`config.mk`:
```
export PLATFORM = sky130hd
export DESIGN_NAME = led_strip_frame_buffer_serializer
export DESIGN_NICKNAME = d
export VERILOG_FILES = /design/src/hw/rtl/lsfb_pkg.sv /design/src/hw/rtl/lsfb_store.sv /design/src/hw/rtl/lsfb_ctrl.sv /design/src/hw/rtl/led_strip_frame_buffer_serializer.sv
export VERILOG_INCLUDE_DIRS = /design/src /design/src/hw/rtl
export SDC_FILE = /design/constraint.sdc
export NUM_CORES = 1
export LEC_CHECK = 0
export ABC_AREA = 1
export BUFFER_PORTS_ARGS = -buffer_cell sky130_fd_sc_hd__buf_2
export CORE_ASPECT_RATIO = 0.8
export CORE_MARGIN = 5
export CORE_UTILIZATION = 26
export DETAILED_ROUTE_END_ITERATION = 6
export GPL_TIMING_DRIVEN = 0
export PLACE_DENSITY = 0.41
export SETUP_SLACK_MARGIN = 0.1
export SYNTH_ARGS = -nofsm -noshare
export SYNTH_HDL_FRONTEND = slang
export SYNTH_SLANG_ARGS = --single-unit
```
`constraint.sdc`:
```
create_clock -name aclk -period 6.4 [get_ports aclk]
set_input_delay 0.64 -clock aclk [delete_from_list [all_inputs] [get_ports aclk]]
set_output_delay 0.64 -clock aclk [all_outputs]
set_load 0.05 [all_outputs]
```
`src/hw/rtl/led_strip_frame_buffer_serializer_assert.svh`:
```
// ----------------------------------------------------------------------------
// LED strip serializer assertion macros
// Concurrent assertion wrappers clocked on aclk; compiled out with NO_ASSERTIONS.
// ----------------------------------------------------------------------------
`ifndef LED_STRIP_FRAME_BUFFER_SERIALIZER_ASSERT_SVH
`define LED_STRIP_FRAME_BUFFER_SERIALIZER_ASSERT_SVH

`ifndef NO_ASSERTIONS
// checked only out of reset
`define LSFB_ASSERT(lbl, prop, msg) \
    lbl: assert property (@(posedge aclk) disable iff (!aresetn) prop) else $error(msg);
// checked on every edge, reset included
`define LSFB_ASSERT_ALWAYS(lbl, prop, msg) \
    lbl: assert property (@(posedge aclk) prop) else $error(msg);
`else
`define LSFB_ASSERT(lbl, prop, msg)
`define LSFB_ASSERT_ALWAYS(lbl, prop, msg)
`endif

`endif

```
`src/hw/rtl/lsfb_pkg.sv`:
```
// ----------------------------------------------------------------------------
// lsfb_pkg
// Shared types, codes and helpers of the LED strip frame buffer serializer.
// ----------------------------------------------------------------------------
`default_nettype none

package lsfb_pkg;

    localparam int unsigned LSFB_MAX_PIXELS = 32;

    localparam int unsigned CNT_W  = 6;   // pixel_count and pixel addresses
    localparam int unsigned IDX_W  = 8;   // pixel_index on the bus
    localparam int unsigned MASK_W = 3;
    localparam int unsigned CH_W   = 7;
    localparam int unsigned PIX_W  = 3 * CH_W;
    localparam int unsigned BYTE_W = 8;
    localparam int unsigned WCNT_W = 2;
    localparam int unsigned FUNC_W = 2;

    localparam logic [FUNC_W-1:0] FUNC_WRITE  = 2'd0;
    localparam logic [FUNC_W-1:0] FUNC_READ   = 2'd1;
    localparam logic [FUNC_W-1:0] FUNC_CLEAR  = 2'd2;
    localparam logic [FUNC_W-1:0] FUNC_UPDATE = 2'd3;

    localparam logic [WCNT_W-1:0] WCNT_PIXEL = 2'd3;
    localparam logic [CNT_W:0]    LATCH_ROUND = 7'd31;

    // store request from the controller
    typedef struct packed {
        logic             rd_en;
        logic [CNT_W-1:0] rd_addr;
        logic             wr_en;
        logic [CNT_W-1:0] wr_addr;
        logic [PIX_W-1:0] wr_data;
        logic             clr_en;
        logic [CNT_W-1:0] clr_count;
    } st_req_t;

    typedef struct packed {
        logic [CH_W-1:0]   red_out;
        logic [CH_W-1:0]   green_out;
        logic [CH_W-1:0]   blue_out;
        logic              error;
        logic [BYTE_W-1:0] wire_byte_first;
        logic [BYTE_W-1:0] wire_byte_second;
        logic [BYTE_W-1:0] wire_byte_third;
        logic [WCNT_W-1:0] wire_count;
        logic              last;
    } res_t;

    // strip data byte: channel with the marker bit set
    function automatic logic [BYTE_W-1:0] wire_byte(input logic [CH_W-1:0] ch);
        return {1'b1, ch};
    endfunction

    // ceil(count / 32) latch bytes
    function automatic logic [WCNT_W-1:0] latch_bytes(input logic [CNT_W-1:0] cnt);
        logic [CNT_W:0] sum;
        sum = {1'b0, cnt} + LATCH_ROUND;
        return sum[CNT_W:CNT_W-1];
    endfunction

endpackage

`default_nettype wire

```
`src/hw/rtl/lsfb_store.sv`:
```
// ----------------------------------------------------------------------------
// lsfb_store
// Pixel memory, one 21-bit entry per pixel, registered read, with per-entry
// valid bits so that reset and clear read back as black.
// ----------------------------------------------------------------------------
`default_nettype none

module lsfb_store
    import lsfb_pkg::*;
#(
    parameter int unsigned MAX_PIXELS = LSFB_MAX_PIXELS
) (
    input  wire logic             aclk,
    input  wire logic             aresetn,
    input  wire st_req_t          req,
    output logic      [PIX_W-1:0] rd_pixel
);

    localparam int unsigned A_W = (MAX_PIXELS > 1) ? $clog2(MAX_PIXELS) : 1;

    logic [PIX_W-1:0]      mem [MAX_PIXELS];
    logic [PIX_W-1:0]      rd_data_reg;
    logic                  rd_vld_reg;
    logic [MAX_PIXELS-1:0] valid_reg;
    logic [MAX_PIXELS-1:0] valid_next;

    always_ff @(posedge aclk) begin
        if (req.wr_en) begin
            mem[req.wr_addr[A_W-1:0]] <= req.wr_data;
        end
        if (req.rd_en) begin
            rd_data_reg <= mem[req.rd_addr[A_W-1:0]];
        end
    end

    always_comb begin
        valid_next = valid_reg;
        if (req.clr_en) begin
            for (int i = 0; i < MAX_PIXELS; i++) begin
                if (CNT_W'(i) < req.clr_count) begin
                    valid_next[i] = 1'b0;
                end
            end
        end
        if (req.wr_en) begin
            valid_next[req.wr_addr[A_W-1:0]] = 1'b1;
        end
    end

    always_ff @(posedge aclk) begin
        if (!aresetn) begin
            valid_reg  <= '0;
            rd_vld_reg <= 1'b0;
        end else begin
            valid_reg <= valid_next;
            if (req.rd_en) begin
                rd_vld_reg <= valid_reg[req.rd_addr[A_W-1:0]];
            end
        end
    end

    assign rd_pixel = rd_vld_reg ? rd_data_reg : '0;

endmodule

`default_nettype wire

```
`src/hw/rtl/lsfb_ctrl.sv`:
```
// ----------------------------------------------------------------------------
// lsfb_ctrl
// Request sequencer: decodes a request, drives the pixel memory, does the
// masked read-modify-write and walks the store for an update. Holds the
// result register.
// ----------------------------------------------------------------------------
`default_nettype none

`include "led_strip_frame_buffer_serializer_assert.svh"

module lsfb_ctrl
    import lsfb_pkg::*;
(
    input  wire logic              aclk,
    input  wire logic              aresetn,
    input  wire logic              s_valid,
    output logic                   s_ready,
    input  wire logic [FUNC_W-1:0] func,
    input  wire logic [IDX_W-1:0]  pixel_index,
    input  wire logic [MASK_W-1:0] write_mask,
    input  wire logic [CH_W-1:0]   red,
    input  wire logic [CH_W-1:0]   green,
    input  wire logic [CH_W-1:0]   blue,
    input  wire logic [CNT_W-1:0]  eff_count,
    output st_req_t                st_req,
    input  wire logic [PIX_W-1:0]  rd_pixel,
    output logic                   m_valid,
    output res_t                   m_res,
    input  wire logic              m_ready
);

    localparam logic [1:0] ST_IDLE   = 2'd0;
    localparam logic [1:0] ST_EXEC   = 2'd1;
    localparam logic [1:0] ST_STREAM = 2'd2;
    localparam logic [1:0] ST_LATCH  = 2'd3;

    logic [1:0]        state_reg,   state_next;
    logic [FUNC_W-1:0] func_reg,    func_next;
    logic [CNT_W-1:0]  addr_reg,    addr_next;
    logic [MASK_W-1:0] mask_reg,    mask_next;
    logic [CH_W-1:0]   red_reg,     red_next;
    logic [CH_W-1:0]   green_reg,   green_next;
    logic [CH_W-1:0]   blue_reg,    blue_next;
    logic              err_reg,     err_next;
    logic [CNT_W-1:0]  ptr_reg,     ptr_next;
    logic              m_valid_reg, m_valid_next;
    res_t              m_res_reg,   m_res_next;

    logic              accept;
    logic              out_free;
    logic              out_load;
    logic              in_err;
    logic              is_rw;
    logic [CH_W-1:0]   old_red, old_green, old_blue;
    res_t              res_v;

    assign s_ready  = (state_reg == ST_IDLE);
    assign accept   = s_valid && s_ready;
    assign out_free = !m_valid_reg || m_ready;
    assign is_rw    = (func == FUNC_WRITE) || (func == FUNC_READ);
    assign in_err   = (eff_count == '0) ||
                      (is_rw && (pixel_index >= {{(IDX_W-CNT_W){1'b0}}, eff_count}));

    assign old_red   = rd_pixel[3*CH_W-1:2*CH_W];
    assign old_green = rd_pixel[2*CH_W-1:CH_W];
    assign old_blue  = rd_pixel[CH_W-1:0];

    always_comb begin
        state_next   = state_reg;
        func_next    = func_reg;
        addr_next    = addr_reg;
        mask_next    = mask_reg;
        red_next     = red_reg;
        green_next   = green_reg;
        blue_next    = blue_reg;
        err_next     = err_reg;
        ptr_next     = ptr_reg;
        st_req       = '0;
        res_v        = '0;
        out_load     = 1'b0;

        unique case (state_reg)
            ST_IDLE: begin
                if (accept) begin
                    func_next  = func;
                    addr_next  = pixel_index[CNT_W-1:0];
                    mask_next  = write_mask;
                    red_next   = red;
                    green_next = green;
                    blue_next  = blue;
                    err_next   = in_err;
                    ptr_next   = '0;
                    if (!in_err && is_rw) begin
                        st_req.rd_en   = 1'b1;
                        st_req.rd_addr = pixel_index[CNT_W-1:0];
                    end
                    if (!in_err && (func == FUNC_UPDATE)) begin
                        st_req.rd_en   = 1'b1;
                        st_req.rd_addr = '0;
                        state_next     = ST_STREAM;
                    end else begin
                        state_next = ST_EXEC;
                    end
                end
            end
            ST_EXEC: begin
                if (out_free) begin
                    out_load   = 1'b1;
                    res_v.last = 1'b1;
                    if (err_reg) begin
                        res_v.error = 1'b1;
                    end else begin
                        case (func_reg)
                            FUNC_WRITE: begin
                                // merge over the current entry (black if never written)
                                st_req.wr_en   = 1'b1;
                                st_req.wr_addr = addr_reg;
                                st_req.wr_data = {mask_reg[2] ? red_reg   : old_red,
                                                  mask_reg[1] ? green_reg : old_green,
                                                  mask_reg[0] ? blue_reg  : old_blue};
                            end
                            FUNC_READ: begin
                                res_v.red_out   = old_red;
                                res_v.green_out = old_green;
                                res_v.blue_out  = old_blue;
                            end
                            FUNC_CLEAR: begin
                                st_req.clr_en    = 1'b1;
                                st_req.clr_count = eff_count;
                            end
                            default: begin
                            end
                        endcase
                    end
                    state_next = ST_IDLE;
                end
            end
            ST_STREAM: begin
                if (out_free) begin
                    out_load               = 1'b1;
                    res_v.wire_byte_first  = wire_byte(old_green);
                    res_v.wire_byte_second = wire_byte(old_red);
                    res_v.wire_byte_third  = wire_byte(old_blue);
                    res_v.wire_count       = WCNT_PIXEL;
                    if (({1'b0, ptr_reg} + 1'b1) < {1'b0, eff_count}) begin
                        st_req.rd_en   = 1'b1;
                        st_req.rd_addr = ptr_reg + 1'b1;
                        ptr_next       = ptr_reg + 1'b1;
                    end else begin
                        state_next = ST_LATCH;
                    end
                end
            end
            ST_LATCH: begin
                if (out_free) begin
                    out_load         = 1'b1;
                    res_v.wire_count = latch_bytes(eff_count);
                    res_v.last       = 1'b1;
                    state_next       = ST_IDLE;
                end
            end
            default: begin
                state_next = ST_IDLE;
            end
        endcase

        m_valid_next = m_valid_reg && !m_ready;
        m_res_next   = m_res_reg;
        if (out_load) begin
            m_valid_next = 1'b1;
            m_res_next   = res_v;
        end
    end

    always_ff @(posedge aclk) begin
        if (!aresetn) begin
            state_reg   <= ST_IDLE;
            m_valid_reg <= 1'b0;
        end else begin
            state_reg   <= state_next;
            m_valid_reg <= m_valid_next;
        end
    end

    always_ff @(posedge aclk) begin
        func_reg  <= func_next;
        addr_reg  <= addr_next;
        mask_reg  <= mask_next;
        red_reg   <= red_next;
        green_reg <= green_next;
        blue_reg  <= blue_next;
        err_reg   <= err_next;
        ptr_reg   <= ptr_next;
        m_res_reg <= m_res_next;
    end

    assign m_valid = m_valid_reg;
    assign m_res   = m_res_reg;

    `LSFB_ASSERT(a_no_rd_wr_overlap, !(st_req.rd_en && st_req.wr_en), "store read and write together")
    `LSFB_ASSERT(a_accept_leaves_idle, (s_valid && s_ready) |=> (state_reg != ST_IDLE), "request accepted but sequencer idle")
    `LSFB_ASSERT(a_last_ends_request, (out_load && m_res_next.last) |=> (state_reg == ST_IDLE), "final result loaded but sequencer busy")
    `LSFB_ASSERT(a_error_is_last, m_valid_reg |-> (!m_res_reg.error || m_res_reg.last), "error result not marked last")

endmodule

`default_nettype wire

```
`src/hw/rtl/led_strip_frame_buffer_serializer.sv`:
```
// ----------------------------------------------------------------------------
// led_strip_frame_buffer_serializer
// Frame buffer for a 7-bit RGB LED strip with per-pixel access, clear and
// serialized strip update.
// ----------------------------------------------------------------------------
// Usage:
//   Requests enter on s_t*: s_tuser is the request kind (write, read, clear,
//   update), s_tdata the pixel index, write mask and channel values.
//   Results leave on m_t*: one per request, except update, which gives one
//   result per pixel in use (green, red, blue strip bytes) and then one with
//   the latch byte count; m_tlast marks the final result of a request and
//   m_tuser flags a refused request (bad index or pixel_count of zero).
//   pixel_count is loaded through cfg_wr_en / cfg_wr_data; the user must load
//   it only while idle, as the block does not enforce this. An accepted
//   request's memory read is registered; once the output register is free the
//   result is loaded into it (modify/write-back at the same time) and the next
//   request is taken after the return to idle. Update streams one pixel per
//   cycle from the registered read unless m_tready stalls, then the latch result.
//   Reset empties the store (all pixels black) and sets pixel_count to zero.
//   A stalled m_tready holds the result register and freezes a busy sequencer;
//   s_tready stays low until the current request has loaded its last result.
// ----------------------------------------------------------------------------
`default_nettype none

module led_strip_frame_buffer_serializer
    import lsfb_pkg::*;
#(
    parameter int unsigned MAX_PIXELS = LSFB_MAX_PIXELS
) (
    input  wire logic              aclk,
    input  wire logic              aresetn,
    input  wire logic              cfg_wr_en,
    input  wire logic [CNT_W-1:0]  cfg_wr_data,  // pixel_count
    input  wire logic              s_tvalid,
    output logic                   s_tready,
    // pixel_index[7:0], write_mask[10:8], red[17:11], green[24:18], blue[31:25]
    input  wire logic [31:0]       s_tdata,
    input  wire logic [FUNC_W-1:0] s_tuser,      // func[1:0]
    output logic                   m_tvalid,
    input  wire logic              m_tready,
    // red_out[6:0], green_out[13:7], blue_out[20:14], wire_byte_first[28:21],
    // wire_byte_second[36:29], wire_byte_third[44:37], wire_count[46:45], zero[47]
    output logic [47:0]            m_tdata,
    output logic                   m_tuser,      // error
    output logic                   m_tlast
);

    logic [CNT_W-1:0] pixel_count_reg;
    logic [CNT_W-1:0] eff_count;
    st_req_t          st_req;
    logic [PIX_W-1:0] rd_pixel;
    res_t             m_res;

    always_ff @(posedge aclk) begin
        if (!aresetn) begin
            pixel_count_reg <= '0;
        end else if (cfg_wr_en) begin
            pixel_count_reg <= cfg_wr_data;
        end
    end

    // counts above the store act as a full store
    assign eff_count = ({1'b0, pixel_count_reg} > (CNT_W+1)'(MAX_PIXELS)) ?
                       CNT_W'(MAX_PIXELS) : pixel_count_reg;

    lsfb_store #(
        .MAX_PIXELS (MAX_PIXELS)
    ) u_store (
        .aclk     (aclk),
        .aresetn  (aresetn),
        .req      (st_req),
        .rd_pixel (rd_pixel)
    );

    lsfb_ctrl u_ctrl (
        .aclk        (aclk),
        .aresetn     (aresetn),
        .s_valid     (s_tvalid),
        .s_ready     (s_tready),
        .func        (s_tuser),
        .pixel_index (s_tdata[7:0]),
        .write_mask  (s_tdata[10:8]),
        .red         (s_tdata[17:11]),
        .green       (s_tdata[24:18]),
        .blue        (s_tdata[31:25]),
        .eff_count   (eff_count),
        .st_req      (st_req),
        .rd_pixel    (rd_pixel),
        .m_valid     (m_tvalid),
        .m_res       (m_res),
        .m_ready     (m_tready)
    );

    assign m_tdata = {1'b0,
                      m_res.wire_count,
                      m_res.wire_byte_third,
                      m_res.wire_byte_second,
                      m_res.wire_byte_first,
                      m_res.blue_out,
                      m_res.green_out,
                      m_res.red_out};
    assign m_tuser = m_res.error;
    assign m_tlast = m_res.last;

endmodule

`default_nettype wire
```
==> results of run 1 <==
## cells in the final DEF, fill, tap and decap left out, types with 27 or more instances in the layout
cell / synthesis / routed
sky130_fd_sc_hd__nor2_1: 188 / 140
sky130_fd_sc_hd__o21ai_0: 183 / 183
sky130_fd_sc_hd__or2_1: 51 / 51
sky130_fd_sc_hd__nand3_1: 196 / 196
sky130_fd_sc_hd__dfxtp_1: 42 / 42
sky130_fd_sc_hd__o211ai_1: 297 / 297
sky130_fd_sc_hd__nor2_4: 2 / 50
sky130_fd_sc_hd__buf_2: 56 / 151
sky130_fd_sc_hd__clkbuf_16: 0 / 88
sky130_fd_sc_hd__inv_1: 279 / 278
sky130_fd_sc_hd__or2_2: 60 / 60
sky130_fd_sc_hd__clkbuf_1: 69 / 84
sky130_fd_sc_hd__a21oi_1: 62 / 62
sky130_fd_sc_hd__edfxtp_1: 778 / 778
sky130_fd_sc_hd__buf_12: 0 / 27
sky130_fd_sc_hd__nand2_1: 339 / 339
sky130_fd_sc_hd__or2_0: 38 / 38
sky130_fd_sc_hd__o21ai_1: 31 / 31
## synth_stat cells, types with 9 or more instances
library cell	n	area share
sky130_fd_sc_hd__a21oi_1	62	0.0091
sky130_fd_sc_hd__buf_1	11	0.0012
sky130_fd_sc_hd__buf_2	56	0.0082
sky130_fd_sc_hd__buf_4	16	0.0035
sky130_fd_sc_hd__clkbuf_1	69	0.0076
sky130_fd_sc_hd__dfxtp_1	42	0.025
sky130_fd_sc_hd__edfxtp_1	778	0.68
sky130_fd_sc_hd__ha_1	12	0.0044
sky130_fd_sc_hd__inv_1	279	0.031
sky130_fd_sc_hd__nand2_1	339	0.037
sky130_fd_sc_hd__nand3_1	196	0.029
sky130_fd_sc_hd__nor2_1	188	0.021
sky130_fd_sc_hd__nor3_1	9	0.0013
sky130_fd_sc_hd__o211ai_1	297	0.065
sky130_fd_sc_hd__o21ai_0	183	0.027
sky130_fd_sc_hd__o21ai_1	31	0.0045
sky130_fd_sc_hd__or2_0	38	0.0070
sky130_fd_sc_hd__or2_1	51	0.0093
sky130_fd_sc_hd__or2_2	60	0.011
## area by class of cell
cell class              count  area share
diodes                      2    0.000122
well taps                1754      0.0536
clock inverters            52      0.0124
repair buffers            140      0.0345
flip-flops and latches    820       0.591
multi-input cells        1514       0.207
clock buffers             106      0.0561
inverters                 289      0.0265
plain buffers             163      0.0196
## worst paths after layout
| path | start | endpoint | slack, ns | cells after the start |
|---|---|---|---|---|
| setup / recovery | u_ctrl.ptr_reg[0] | u_store.rd_data_reg[19] | 0.68 | 18 |
| hold / removal | s_tdata[11] | u_ctrl.red_reg[0] | 0.15 | 1 |
| setup reg to reg | u_ctrl.ptr_reg[0] | u_store.rd_data_reg[19] | 0.68 | 18 |
| hold reg to reg | u_store.valid_reg[30] | u_store.valid_reg[30] | 0.47 | 2 |
## metal layers
layer	share of wire	vias up
li1	-	10400
met1	0.52	11500
met2	0.39	808
met3	0.072	117
met4	0.018	0
met5	0	-
## through the flow
step           hold WS [ns]   util
6_report              0.148  0.312
5_1_grt               0.115  0.312
4_1_cts              0.0885  0.312
3_5_place_dp          0.463  0.291
3_3_place_gp          0.464  0.281
2_1_floorplan         0.445      -
## cell families after synthesis
group,count (synthesis)
flops,820
fa+ha+maj,12
compound gates,585
xor+xnor,4
buf+inv,452
other cells,1
simple gates,912
## power groups by stage
stage          clock network, mW  logic (mW)  registers, mW
5_1_grt                     5.48        4.45           6.37
3_3_place_gp                   0        4.07           6.48
2_1_floorplan                  0        1.89           6.92
6_report                    5.15        4.20           6.34
4_1_cts                     5.25        4.16           6.34
3_5_place_dp                   0        4.15           6.45
==> impl_metrics.toml, run 1 <==
[global_routing]
grt-ovfl-total = 0
grt_util_met1 = 0.289
first_global_vias = 21500
antenna_found_initial = 15
gr-usage-all-layers = 0.177
pin_count_of_the_biggest_net_entering_global_routing = 37
groute.layer.met3.usage = 0.0308
grt_first_pass_wirelength_um = 174000
gr_met2_demand_resource = 0.239
global_routing_s_busiest_layer = "met1"

[yosys]
synth-adder-area-share = 0.00439
synth-edff-count = 778
post_synthesis_compound_gate_area_fraction = 0.108
yosys.cell_types.count = 44
netlist_instances = 2786
synth-main-ff-cell = "sky130_fd_sc_hd__edfxtp_1"
synth_fp_nets = 2843
synth.yosys.warnings = 0
synth_top_family_by_area = "simple AND/OR/NAND/NOR gates"
async_flop_share = 0
synth.cell_area_um2 = 34200
synth_sequential_area_ratio = 0.708
synth.avg_cell_area_um2 = 12.3
synthSimpleGateAreaFrac = 0.123
post_synthesis_mux_area_share = 0
yosys_register_bits = 820
post_synth_xor_area_fraction = 0.00102

[placed_design]
dp_hpwl_um = 88100
place_inst = 4680
placement.io_buffers = 95
post_dp_cell_area_um2 = 38200
pre_cts_slack_ns = 0.776
gp_congestion = 0.876

[clock_network]
clk_path_buf_depth = 3
cts_post_setup_buffers_inserted = 0
htreeDepth = 3
clkLatencyLatePin_ns = 0.69
cts.reportedPaths.clkPinSlew_ns = 0.06
clockRootBuffer = "sky130_fd_sc_hd__clkbuf_16"
cts_buffer_count = 86
tritoncts_num_sinks = 820
cts_resized = 0
cts_hold_buffers = 0
cts_tree = "done"

[route]
detail_route.wl_per_cell_um = 25.8
finalWirelength_um = 125000
dr.first_iter.drc_count = 2441
via_count = 22900
antenna_violating_nets_post_route = 0
vias_per_cell = 4.73
detail_route.drc_violations = 0
drt_first_pass_iters = 5

[finish]
drive_gt1_frac = 0.159
area_used_by_multi_input_combinational_logic_um2 = 8460
fin_nets = 3071
final_design_area_no_fill_um2 = 41000
ff_latch_area_um2 = 24200
largest_reg_flops = 672
area_delta_synth_final_pct = 19.9
fill_cell_total_of_the_finished_layout = 13200
final-instance-count-excl-fill = 4840

[power_and_ir_drop]
net_switching_share_of_the_total_power = 0.356
power_mw = 15.7
share_clk_of_total_power = 0.328
net_switching_component_of_the_power_mw = 5.58
leakage_nw = 14.2
vdd_ir_drop_max_v = 0.000337
seq_power_share = 0.404
p_int_mw = 10.1
cellPowerDensity_nw_per_um2 = 383
power.combinational.fraction = 0.268

[critical_path]
worst_setup_path_start_kind = "register"
crit_path_max_fanout = 10
path_common_cell = "sky130_fd_sc_hd__nand2_1"
critical_path_buf_inv_count = 3
worst_ep_required_time_ns = 6.77
worstSetupEndpointType = "register"
worst_path_largest_cell_delay_ns = 0.90
family_with_the_most_delay_on_the_worst_path = "simple AND/OR/NAND/NOR gates"
crit_type = "reg2reg"
arrival_time_worst_endpoint_ns = 6.09
crit_chain = "ha_1, nand3_1, xor2_1, inv_1, ha_1, nand2_1, a21oi_1, nand3_2, nand3_2, nor2_1, nor2_2, buf_2, clkbuf_1, o211ai_1, nand3_1, nand2_1, nand2_1, nand2_1"
cp_slowest_cell = "sky130_fd_sc_hd__clkbuf_1"

[sta]
tightestPinTransition_ns = 1.29
grt_setup_unrepaired = "false"
timing.final.setup_violations = 0
timing.final.crit_share = 0.894
worst_slew_margin_rel = 0.138
tns_ns = 0
hold_viol_final = 0
timing.fmax_mhz = 175
fin_crit_ns = 5.72
final_setup_skew_ns = 0.0304
slew_violations = 0
fin_ws_ns = 0.680

[hold_path]
worst_hold_path_type = "in2reg"

[floorplan]
total_die_area_um2 = 139000
start_util = 0.261
die_h_um = 334
ios = 97
num_rows = 119
coreArea_um2 = 131000
chipWidth_um = 415

[outcome]
outcome = "finished clean"

[job]
maxCapViolCount = 0
No activity file was read; power rests on OpenSTA's default activity.
==> run 2: changes to the inputs <==
SYNTH_HIERARCHICAL = 1   (was unset)
==> run 2 against run 1 <==
The flow now finishes with violations (capacitance limit, slew limit). Synthesized cell count up 5.1%. Critical endpoint is now u_store/rd_data_reg[4]. Hold slack worse by 0.016 ns. Highest routed layer unchanged. Global-route usage is 0.45 points lower.
==> impl_metrics.toml, run 2 <==
[sta]
hold_viol_final = 0
grt_setup_unrepaired = "false"
tns_ns = 0
tightestPinTransition_ns = 1.50
final_setup_skew_ns = 0.0298
timing.final.crit_share = 0.927
worst_slew_margin_rel = -0.0113
slew_violations = 2
timing.fmax_mhz = 168
fin_crit_ns = 5.94
timing.final.setup_violations = 0
fin_ws_ns = 0.464

[power_and_ir_drop]
share_clk_of_total_power = 0.400
power.combinational.fraction = 0.100
cellPowerDensity_nw_per_um2 = 297
seq_power_share = 0.500
net_switching_component_of_the_power_mw = 3.13
net_switching_share_of_the_total_power = 0.260
power_mw = 12.1
leakage_nw = 15.3
p_int_mw = 8.93
vdd_ir_drop_max_v = 0.000209

[clock_network]
cts_post_setup_buffers_inserted = 0
tritoncts_num_sinks = 820
cts.reportedPaths.clkPinSlew_ns = 0.06
cts_hold_buffers = 0
clkLatencyLatePin_ns = 0.68
clockRootBuffer = "sky130_fd_sc_hd__clkbuf_16"
cts_tree = "done"
clk_path_buf_depth = 3
cts_resized = 0
cts_buffer_count = 87
htreeDepth = 3

[critical_path]
worst_ep_required_time_ns = 6.81
worstSetupStartpoint = "u_ctrl/ptr_reg[0]"
critical_path.reg2reg.startpoint = "u_ctrl/ptr_reg[0]"
worst_path_largest_cell_delay_ns = 1.07
crit_path_max_fanout = 10
arrival_time_worst_endpoint_ns = 6.35
r2r_depth = 17
cp_slowest_cell = "sky130_fd_sc_hd__o31ai_1"
rr_endpoint = "u_store/rd_data_reg[4]"
setup.worst_path.end = "u_store/rd_data_reg[4]"
worst_setup_path_start_kind = "register"
path_common_cell = "sky130_fd_sc_hd__nand2_1"
crit_type = "reg2reg"
r2r_setup_slack_ns = 0.46
crit_chain = "ha_1, nand3_1, xor2_1, inv_1, ha_1, a21oi_1, nand2_1, nand2_1, nand4_1, o21ai_0, inv_1, clkbuf_1, clkbuf_1, o31ai_1, nand2_1, nand2_1, nand2_1"
worstSetupEndpointType = "register"

[hold_path]
worst_hold_path_type = "in2reg"

[route]
drt_first_pass_iters = 5
detail_route.drc_violations = 0
finalWirelength_um = 122000
vias_per_cell = 4.69
detail_route.wl_per_cell_um = 24.6
via_count = 23300
dr.first_iter.drc_count = 2499
antenna_violating_nets_post_route = 0

[placed_design]
gp_congestion = 0.875
placement.io_buffers = 95
dp_hpwl_um = 85900
pre_cts_slack_ns = 0.713

[finish]
area_delta_synth_final_pct = 19.6
drive_gt1_frac = 0.140
fin_nets = 3218
finalCoreUtilization = 0.313
most-common-layout-cells = "778 x sky130_fd_sc_hd__edfxtp_1, 651 x sky130_fd_sc_hd__nand2_1, 364 x sky130_fd_sc_hd__nor2_1, 186 x sky130_fd_sc_hd__nand3_1, 184 x sky130_fd_sc_hd__a21oi_1"
largest_reg_flops = 672
leading_cell_type_in_the_layout_fill_and_taps_excluded = "sky130_fd_sc_hd__edfxtp_1"

[yosys]
synth.avg_cell_area_um2 = 11.6
synth_fp_nets = 2986
synth.yosys.warnings = 6
synth.cell_area_um2 = 34000
netlist_instances = 2929

[global_routing]
first_global_vias = 22600
antenna_found_initial = 6
pin_count_of_the_biggest_net_entering_global_routing = 33
global_routing_s_busiest_layer = "met1"
gr-usage-all-layers = 0.172
gr_met2_demand_resource = 0.256
grt_util_met1 = 0.259
groute.layer.met3.usage = 0.0356
grt_first_pass_wirelength_um = 172000
grt-ovfl-total = 0

[outcome]
failed_checks = "capacitance limit, slew limit"
outcome = "finished with violations"

[floorplan]
chipWidth_um = 414
ios = 97
start_util = 0.262
coreArea_um2 = 130000
num_rows = 118
die_h_um = 333
total_die_area_um2 = 138000

[job]
maxCapViolCount = 1
==> run 2: cell count changes in the layout (fill, tap and decap cells not counted), sizes merged, moves of 64 or more <==
| cell | delta |
|---|---|
| or2 | -149 |
| o211ai | -247 |
| inv | -147 |
| nand2 | +308 |
| o31ai | +64 |
| a21oi | +121 |
| nor2 | +250 |
==> run 2: how the worst min path moves through the flow <==
| stage | slack, ns | cells after the start | end | start |
|---|---|---|---|---|
| 3_5_place_dp | 0.46 | 2 | pixel_count_reg[4] | pixel_count_reg[4] |
| 4_1_cts | 0.07 | 1 | u_ctrl/red_reg[6] | s_tdata[17] |
| 6_report | 0.13 | 1 | u_ctrl/red_reg[6] | s_tdata[17] |
| 5_1_grt | 0.1 | 1 | u_ctrl/blue_reg[0] | s_tdata[25] |
| 3_3_place_gp | 0.46 | 2 | pixel_count_reg[2] | pixel_count_reg[2] |
| 2_1_floorplan | 0.45 | 2 | u_store/valid_reg[7] | u_store/valid_reg[7] |
==> run 2: through the flow <==
step | area, um^2 | hold slack [ns] | instances
finish | 40600 | 0.132 | 4966
global route | 40600 | 0.0952 | 4964
CTS | 40600 | 0.0731 | 4963
detailed placement | 37900 | 0.464 | 4811
global placement | 36600 | 0.464 | 4764
floorplan | 34000 | 0.446 | 2929
==> run 2: area by class of cell <==
cell class | instances | area (um^2)
Clock inverter | 45 | 302
Multi-Input combinational cell | 1799 | 8590
Tap cell | 1740 | 2180
Clock buffer | 107 | 2320
Antenna cell | 2 | 5.00
Timing Repair Buffer | 143 | 1470
Sequential cell | 820 | 24200
Inverter | 142 | 538
Fill cell | 13400 | 89000
Buffer | 168 | 1000
==> run 2: layer usage <==
| layer | vias up | routed length (um) |
|---|---|---|
| met5 | - | 0 |
| met4 | 0 | 2180 |
| met3 | 126 | 8520 |
| met2 | 703 | 52400 |
| met1 | 11800 | 58800 |
| li1 | 10700 | - |
==> run 2: power by group through the flow <==
| stage | clock [mW] | combinational, mW | sequential [mW] |
|---|---|---|---|
| after floorplan | 0 | 0.514 | 6.38 |
| after global placement | 0 | 1.16 | 6.16 |
| after detailed placement | 0 | 1.20 | 6.15 |
| after CTS | 4.95 | 1.21 | 6.03 |
| after global routing | 5.18 | 1.30 | 6.04 |
| final | 4.83 | 1.21 | 6.03 |
==> run 2: worst max-delay path: cells and delay by family, from the launching register on <==
family,cells,cell delay (ns)
AO/OA/AOI/OAI,3,1.95
buffers and inverters,4,1.40
AND/OR/NAND/NOR,7,1.00
adder cells (fa/ha/maj),2,0.57
flip-flops,1,0.48
XOR/XNOR,1,0.28
